`src/ffha_pkg.sv`:
```
// Shared types and constants for the first-fit heap allocator.
// Used by every module of the block; depends on nothing.
package ffha_pkg;

  localparam int MAX_BLOCKS   = 64;
  localparam int HEADER_BYTES = 32;

  localparam int IDX_W   = $clog2(MAX_BLOCKS);
  localparam int LINK_W  = IDX_W + 1;
  localparam int CNT_W   = $clog2(MAX_BLOCKS + 1);
  localparam int BYTES_W = 33;

  localparam logic [LINK_W-1:0] NIL = LINK_W'(MAX_BLOCKS);
  localparam logic [IDX_W-1:0] LAST_IDX = IDX_W'(MAX_BLOCKS - 1);

  localparam logic [31:0]        HDR_32 = 32'(HEADER_BYTES);
  localparam logic [BYTES_W-1:0] HDR_33 = BYTES_W'(HEADER_BYTES);
  localparam logic [47:0]        HDR_48 = 48'(HEADER_BYTES);

  localparam logic OP_ALLOC = 1'b0;
  localparam logic OP_FREE  = 1'b1;

  localparam logic [1:0] ST_OK         = 2'd0;
  localparam logic [1:0] ST_NO_SPACE   = 2'd1;
  localparam logic [1:0] ST_TABLE_FULL = 2'd2;
  localparam logic [1:0] ST_BAD_FREE   = 2'd3;

  localparam logic [1:0] CFG_HEAP_BASE = 2'd0;
  localparam logic [1:0] CFG_HEAP_SIZE = 2'd1;

  typedef struct packed {
    logic        op;
    logic [31:0] req_size;
    logic [47:0] address;
  } in_item_t;

  typedef struct packed {
    logic [1:0]       status;
    logic [47:0]      result_address;
    logic [31:0]      used_bytes;
    logic [31:0]      free_bytes;
    logic [CNT_W-1:0] fragment_count;
  } out_item_t;

  typedef struct packed {
    logic [31:0]       offset;
    logic [31:0]       size;
    logic [31:0]       leftover;
    logic [LINK_W-1:0] next;
    logic [LINK_W-1:0] prev;
  } rec_t;

  typedef struct packed {
    logic             init;
    logic             start;
    logic             set_en;
    logic [IDX_W-1:0] set_idx;
    logic             clr_en;
    logic [IDX_W-1:0] clr_idx;
  } scan_ctl_t;

  typedef struct packed {
    logic             done;
    logic             found;
    logic [IDX_W-1:0] slot;
  } scan_stat_t;

endpackage

```
`src/ffha_slot_scan.sv`:
```
// In-use flags of the block table and a scanner that finds the first unused entry.
// Depends on ffha_pkg for the control and status structs.
module ffha_slot_scan
  import ffha_pkg::*;
(
  input  logic       clk,
  input  logic       rst,
  input  scan_ctl_t  ctl,
  output scan_stat_t stat
);

  logic [MAX_BLOCKS-1:0] in_use;
  logic                  busy;
  logic [IDX_W-1:0]      idx;

  always_ff @(posedge clk) begin
    if (rst || ctl.init) begin
      in_use    <= MAX_BLOCKS'(1);
      busy      <= 1'b0;
      idx       <= '0;
      stat.done <= 1'b0;
    end else begin
      stat.done <= 1'b0;
      if (ctl.set_en) begin
        in_use[ctl.set_idx] <= 1'b1;
      end
      if (ctl.clr_en) begin
        in_use[ctl.clr_idx] <= 1'b0;
      end
      if (ctl.start) begin
        busy <= 1'b1;
        idx  <= IDX_W'(1);
      end else if (busy) begin
        if (!in_use[idx]) begin
          busy       <= 1'b0;
          stat.done  <= 1'b1;
          stat.found <= 1'b1;
          stat.slot  <= idx;
        end else if (idx == LAST_IDX) begin
          busy       <= 1'b0;
          stat.done  <= 1'b1;
          stat.found <= 1'b0;
        end else begin
          idx <= idx + IDX_W'(1);
        end
      end
    end
  end

endmodule
```
`config.mk`:
```
export PLATFORM = sky130hd
export DESIGN_NAME = ffha_slot_scan
export DESIGN_NICKNAME = d
export VERILOG_FILES = /design/src/ffha_pkg.sv /design/src/ffha_slot_scan.sv
export SDC_FILE = /design/constraint.sdc
export NUM_CORES = 1
export LEC_CHECK = 0
export CORE_MARGIN = 3
export CORE_UTILIZATION = 63
export CTS_CLUSTER_DIAMETER = 40
export DETAILED_ROUTE_END_ITERATION = 10
export DONT_BUFFER_PORTS = 1
export HOLD_SLACK_MARGIN = 0.03
export PLACE_DENSITY_LB_ADDON = 0.15
export SLEW_MARGIN = 20
export SYNTH_ARGS = -nofsm -noshare
export SYNTH_HDL_FRONTEND = slang
export SYNTH_SLANG_ARGS = --single-unit
```
`constraint.sdc`:
```
create_clock -name clk -period 3.3 [get_ports clk]
set_input_delay 0.495 -clock clk [delete_from_list [all_inputs] [get_ports clk]]
set_output_delay 0.495 -clock clk [all_outputs]
set_load 0.01 [all_outputs]
```
Word level (Yosys, flattened, before mapping)
Index checks and enable logic that the tools add are counted.

Add/sub/neg operators: 1. Magnitude comparators: 5. Equality and inequality tests: 3. Muxes and demuxes: 19. Bitwise operators: 8. Reduce and logical (&&, ||, !) cells: 11.

Operators with widths (count): two-way mux 64 bit (3); AND 64 bit (1); NOT 64 bit (1); OR 64 bit (1); less-than comparator 6 x 7 -> 1 bit, second input constant (3); demux 1 bit (select 6 bit) (2); >= comparator 6 x 1 -> 1 bit, second input constant (2); two-way mux 1 bit (11); AND reduction 4 bit (2); adder 6 x 1 -> 6 bit, second input constant (1); binary-select mux 1 bit (select 6 bit) (1); equality test 6 bit, second input constant (1); AND reduction 3 bit (2); NOT 1 bit (5); two-way mux 2 bit (2); nonzero test 2 bit (2); OR reduction 3 bit (1); logical AND 1 bit (2); inequality test 2 x 1 -> 1 bit, second input constant (1); inequality test 2 bit, second input constant (1); OR reduction 2 bit (1); logical OR 1 bit (1).

Register bits after elaboration: 79. Input port bits: 18. Output and inout port bits: 8. Logic and storage cells: 54.

Depth between registers and ports, before layout
Gate-level depths: netlist of run 1.

Depth after elaboration: 9. Depth in mapped cells: 9.

Worst setup path before layout of run 1
OpenSTA, ideal clock, no wires.

Kind: reg-to-reg. Start: register idx[0]. End: register stat[0] (netlist bit), enable pin. Setup time: 321 ps. Arrival: 2011 ps. Required time: 2979 ps. Slack: 968 ps. Cell stages (with the launch flop): 7. Buffers on the path: 1. Cell sequence: dfxtp_1 -> buf_6 -> mux4_2 -> nor2b_1 -> a211o_1 -> a31oi_1 -> and3_1.

Word-level cells in the longest chain between the ends: 4.

RTL lines: from (decl) (line ffha_slot_scan.sv:14) `logic [IDX_W-1:0] idx;`; from (signal assigned) (line ffha_slot_scan.sv:44) `idx <= idx + IDX_W'(1);`; binary-select mux 1 bit (select 6 bit) (line ffha_slot_scan.sv:34) `if (!in_use[idx]) begin`; two-way mux 1 bit (not written as such) (line ffha_slot_scan.sv:34); NOT 1 bit (no source line); AND reduction 4 bit (no source line); to (decl) (line ffha_slot_scan.sv:9) `output scan_stat_t stat`.

No other way between the ends. The select of a mux whose other input is x is not followed. A chain may end at the register's enable or synchronous reset.

Worst setup path in the final report of run 1
Start: register idx[2]. End: register stat[3] (netlist bit), enable pin.

The elaborated chain is that of the path after synthesis.

==> results of run 1 <==
-- worst register-to-register path: stages (launching register included) --
cell and delay [ns]:
dfxtp_1 0.78, mux4_1 0.65, o22ai_1 0.17, a21o_1 0.19
nor2_1 0.07, a31oi_1 0.32, and3_1 0.38
-- sequential cells by signal (all words and copies together) (netlist names) --
signal / flops
busy: 1
stat: 8
in_use: 64
idx: 6
-- worst max-delay path by stage --
stage / from / end / slack (ns) / cells after the start
after floorplan: idx[0]$_SDFFE_PP0P_ / stat[0]$_DFFE_PP_ / 0.97 / 6
after global placement: idx[2]$_SDFFE_PN0P_ / stat[2]$_DFFE_PP_ / 0.66 / 6
after detailed placement: idx[2]$_SDFFE_PN0P_ / stat[3]$_DFFE_PP_ / 0.57 / 6
after CTS: idx[2]$_SDFFE_PN0P_ / stat[3]$_DFFE_PP_ / 0.47 / 6
after global routing: idx[2]$_SDFFE_PN0P_ / stat[2]$_DFFE_PP_ / 0.27 / 6
final: idx[2]$_SDFFE_PN0P_ / stat[3]$_DFFE_PP_ / 0.44 / 6
-- metal layers --
metal  wire length, microns  global-route usage, %  share of wire [%]
met2                   4440                   44.8                 46
met5                      0                      0                  0
met4                    207                   10.2                2.1
met3                    942                   8.34                9.7
met1                   4110                   38.6                 42
-- power groups by stage --
stage | registers [mW] | clock network (mW) | logic, mW
after floorplan | 0.993 | 0 | 0.0834
after global placement | 0.993 | 0 | 0.0959
after detailed placement | 0.994 | 0 | 0.0972
after CTS | 0.971 | 0.680 | 0.0979
after global routing | 0.972 | 0.729 | 0.109
final | 0.971 | 0.677 | 0.0996
-- logic make-up after synthesis --
group	synth area share, %
DFF	42.6
muxes	12.2
and+or+nand+nor	18.0
AOI/OAI and AO/OA	22.0
adders and majority gates	0.323
buffers and inverters	4.81
-- stage by stage --
stage | hold WS (ns) | setup WS, ns | instance area (sq um)
after floorplan | 0.457 | 0.968 | 3880
after detailed placement | 0.511 | 0.566 | 3830
after global routing | 0.219 | 0.275 | 4020
after global placement | 0.497 | 0.663 | 3830
after CTS | 0.230 | 0.468 | 4020
final | 0.239 | 0.442 | 4020
-- cell usage in the layout (no fill, tap or decap), drive strengths merged, types with 6 or more instances in the layout --
| cell | n |
|---|---|
| nor3 | 22 |
| a211oi | 48 |
| nand2b | 6 |
| and2 | 14 |
| mux2i | 8 |
| edfxtp | 7 |
| mux4 | 14 |
| clkbuf | 13 |
| dfxtp | 72 |
| or3 | 6 |
| nor3b | 6 |
| nand2 | 15 |
| nor2 | 31 |
| buf | 6 |
| a21oi | 65 |
-- final cells by class --
type,count,area (sq um)
Multi-Input combinational cell,288,2040
Clock inverter,2,13.8
Clock buffer,13,169
Timing Repair Buffer,6,45.0
Tap cell,72,90.1
Fill cell,454,1730
Inverter,2,7.51
Sequential cell,79,1650
-- Yosys cell counts, types with 2 or more instances --
cell type   n  share of area, %
clkbuf_1   25               2.4
a211oi_1   47               9.1
or3_1       5              0.81
or2_2       4              0.65
dfxtp_1    72                37
o211a_1     3              0.77
and2_1     12               1.9
mux4_2      2               1.2
a21oi_1    65               8.4
and3_1      3              0.48
o22ai_1     2              0.32
a31oi_1     5              0.81
inv_1       2              0.19
mux4_1     12               8.1
o21ai_0     2              0.26
nor3_1     22               2.8
edfxtp_1    7               5.4
nor2_1     31               3.0
nand3_1     5              0.65
mux2i_1     8               2.1
nand2_1    15               1.5
nand3b_1    3              0.58
mux2_2      3              0.87
nand2b_1    6              0.97
or3b_2      3              0.68
buf_6       4               1.2
buf_1       3              0.29
nor2b_1     3              0.48
and3b_1     4              0.90
nor3b_1     6               1.2
==> impl_metrics.tcl, run 1 <==
set metrics [dict create \
    port_buffers 0 \
    grt_use_total_pct 28.8 \
    p_leak_nw 1.32 \
    rr_startpoint "idx[2]$_SDFFE_PN0P_" \
    critPathBufInv 0 \
    grt_remaining_overflow 0 \
    mappedNetlistArea_sq_um 3880 \
    die_h_microns 84.5 \
    hold_end "in_use[5]$_SDFF_PP0_" \
    required_ns 3.34 \
    coreArea_sq_um 5740 \
    setup-violations-final 0 \
    layout.nets 405 \
    yosysSeqAreaShare_pct 42.6 \
    clkPwrFrac_pct 38.7 \
    antenna_cells 0 \
    pwr-share-comb_pct 5.7 \
    status "finished clean" \
    slew_viol_final 0 \
    cap_violations 0 \
    p_sw_uw 417 \
    path_delay_family "flip-flops" \
    ys.flop_type "dfxtp_1" \
    max_stage_delay_ns 0.78 \
    place_hpwl_mm 6.79 \
    hp-start "ctl[2]" \
    synth_seq_cells 79 \
    r2r-end "stat[3]$_DFFE_PP_" \
    worstHoldPathType "input pin to flop" \
    crit_chain "mux4_1, o22ai_1, a21o_1, nor2_1, a31oi_1, and3_1" \
    clkSinkCount 79 \
    r2r_slack_ns 0.44 \
    endpoint_kind "flop" \
    cp_slowest_cell "dfxtp_1" \
    cts_max_level 3 \
    grt_max_degree 70 \
    cts_buffers 9 \
    min_path_cells 1 \
    routed_wirelength_mm 9.71 \
    vias 3211 \
    powerDensity_nw_per_um2 435 \
    cts_hold_buf 0 \
    cts_tree "yes" \
    power.internal_mw 1.33 \
    ioPinCount 26 \
    die_w_microns 84.5 \
    area_delta_synth_final_pct 3.58 \
    syn_inst 404 \
    clkTransAtPathRegs_ns 0.08 \
    hold_violations 0 \
    clk_latency_ns 0.36 \
    wl_per_cell_microns 21.0 \
    slew_headroom_pct 28.4 \
    worstPathArrival_ns 2.90 \
    grt_pass1_wl_mm 16.0 \
    period_needed_ns 2.86 \
    place_congestion 0.917 \
    dr.pass1.iters 6 \
    rows 27 \
    reg2reg_depth 6 \
    crit_type "flop to flop" \
    avgSynthCellArea_sq_um 9.60 \
    syn_nets 423 \
    finalPower_mw 1.75 \
    swShare_pct 23.8 \
    synth.distinct_cells 50 \
    power_frac_seq_pct 55.6 \
    clockBufferDepth 2 \
    ant_nets 0 \
    dieArea_sq_um 7130 \
    drive_above_1_share_pct 10.3 \
    yosysWarnings 0 \
    grt_pass1_vias 3105 \
    drc 0 \
    cp-start-kind "flop" \
    synth_edf_count 7 \
    fmax_ghz 0.350 \
    fin_cells 462 \
    postCtsSetupRepairBufs 0 \
    period_share_pct 86.6 \
    antenna_found_initial 0 \
    vias_per_cell 6.95 \
    drtIter0Drc 311 \
    worstMarginPinSlew_ns 1.07 \
    post_cts_resized 0 \
    initial_core_util_pct 67.5 \
    tns_ns 0 \
    ys_async_sr_fraction_pct 0 \
    root_buffer "clkbuf_8" \
    rsz0062_at_grt "no" \
    cp_max_fo 18 \
    peakVddDrop_mv 0.398 \
    utilization_pct 70.0 \
    placed_cells 447 \
    fin_skew_ns 0.00770 \
]
(Power assumes the default switching activity.)
==> inputs of run 2 (changes only) <==
CTS_BUF_LIST = sky130_fd_sc_hd__clkbuf_4   (was not set)
==> impl_metrics.tcl, run 2 (synthesized netlist as in run 1, its figures left out) <==
set metrics [dict create \
    status "finished clean" \
    antenna_cells 0 \
    p_leak_nw 1.28 \
    cts_tree "yes" \
    dr.pass1.iters 6 \
    worstMarginPinSlew_ns 1.05 \
    largestRegisters "in_use: 64 flops, stat: 8 flops, idx: 6 flops" \
    drive_above_1_share_pct 9.74 \
    setup-violations-final 0 \
    period_needed_ns 2.82 \
    layout.nets 405 \
    peakVddDrop_mv 0.347 \
    grt_pass1_vias 3052 \
    period_share_pct 85.3 \
    top_register "in_use" \
    rsz0062_at_grt "no" \
    powerDensity_nw_per_um2 393 \
    hold_violations 0 \
    reg2reg_depth 6 \
    routed_wirelength_mm 9.50 \
    fin_cells 462 \
    dpl_cell_area_sq_um 3830 \
    area_delta_synth_final_pct 1.45 \
    initial_core_util_pct 67.5 \
    hold_slack_ns 0.165 \
    swShare_pct 25.4 \
    crit_type "flop to flop" \
    ant_nets 0 \
    mostFrequentLayoutCell "dfxtp_1" \
    place_hpwl_mm 6.79 \
    design_area_sq_um 3940 \
    placed_cells 447 \
    drtIter0Drc 325 \
    cts_buffers 9 \
    fmax_ghz 0.355 \
    worstHoldPathType "input pin to flop" \
    grt_max_degree 70 \
    largest_register_ffs 64 \
    grt_pass1_wl_mm 15.8 \
    grt_use_total_pct 28.4 \
    die_h_microns 84.5 \
    vias_per_cell 6.81 \
    clkTransAtPathRegs_ns 0.12 \
    fin_skew_ns 0.0195 \
    cts_hold_buf 0 \
    place_congestion 0.917 \
    coreArea_sq_um 5740 \
    clockBufferDepth 2 \
    power.internal_mw 1.15 \
    clk_latency_ns 0.42 \
    min_path_cells 1 \
    ioPinCount 26 \
    drc 0 \
    root_buffer "clkbuf_4" \
    rows 27 \
    grt_remaining_overflow 0 \
    tns_ns 0 \
    cts_max_level 3 \
    required_ns 3.40 \
    clkPwrFrac_pct 30.6 \
    post_cts_resized 0 \
    endpoint_kind "flop" \
    cp-start-kind "flop" \
    worstPathArrival_ns 2.91 \
    cp_max_fo 18 \
    die_w_microns 84.5 \
    clkSinkCount 79 \
    cap_violations 0 \
    vias 3147 \
    postCtsSetupRepairBufs 0 \
    power_frac_seq_pct 62.9 \
    wl_per_cell_microns 20.6 \
    pwr-share-comb_pct 6.5 \
    p_sw_uw 392 \
    port_buffers 0 \
    slew_headroom_pct 29.2 \
    dieArea_sq_um 7130 \
    layout_common_cells "dfxtp_1 (72), a21oi_1 (65), a211oi_1 (47)" \
    slew_viol_final 0 \
    antenna_found_initial 0 \
]
run 2: per-layer routing:
| metal | wire length, microns | global-route usage, % | vias up |
|---|---|---|---|
| li1 | - | - | 1496 |
| met1 | 4070 | 38.1 | 1480 |
| met2 | 4350 | 44.0 | 158 |
| met3 | 969 | 9.91 | 13 |
| met4 | 114 | 7.48 | 0 |
| met5 | 0 | 0 | - |
run 2: final cells by class:
class | count | area, sq um
tap | 72 | 90.1
inverter | 2 | 7.51
clock buffer | 10 | 75.1
clock inverter | 5 | 25.0
sequential | 79 | 1650
timing repair buffer | 6 | 45.0
multi-input combinational | 288 | 2040
fill | 466 | 1810
run 2: power groups by stage:
stage | Sequential (mW) | Clock [mW] | Combinational [mW]
final | 0.972 | 0.473 | 0.0998
after global routing | 0.973 | 0.530 | 0.108
after CTS | 0.972 | 0.478 | 0.0974
after detailed placement | 0.994 | 0 | 0.0972
after global placement | 0.993 | 0 | 0.0959
after floorplan | 0.993 | 0 | 0.0834
run 2: path summary, 6_finish.rpt:
| path | end | slack, ns | startpoint |
|---|---|---|---|
| setup / recovery | stat[2]$_DFFE_PP_ | 0.48 | idx[2]$_SDFFE_PN0P_ |
| hold / removal | in_use[5]$_SDFF_PP0_ | 0.16 | ctl[2] |
| setup reg to reg | stat[2]$_DFFE_PP_ | 0.48 | idx[2]$_SDFFE_PN0P_ |
| hold reg to reg | in_use[43]$_SDFF_PP0_ | 0.52 | in_use[43]$_SDFF_PP0_ |
run 2: critical path, stage by stage (launching register included):
cell	delay (ns)
dfxtp_1	0.78
mux4_1	0.64
o22ai_1	0.15
a21o_1	0.16
nor2_1	0.06
a31oi_1	0.32
and3_1	0.38
run 2: stage by stage:
step	power (mW)	setup WS, ns	util (%)
finish	1.55	0.484	68.5
global route	1.61	0.307	68.5
CTS	1.55	0.498	68.5
detailed placement	1.09	0.566	66.8
global placement	1.09	0.663	66.8
floorplan	1.08	0.968	-
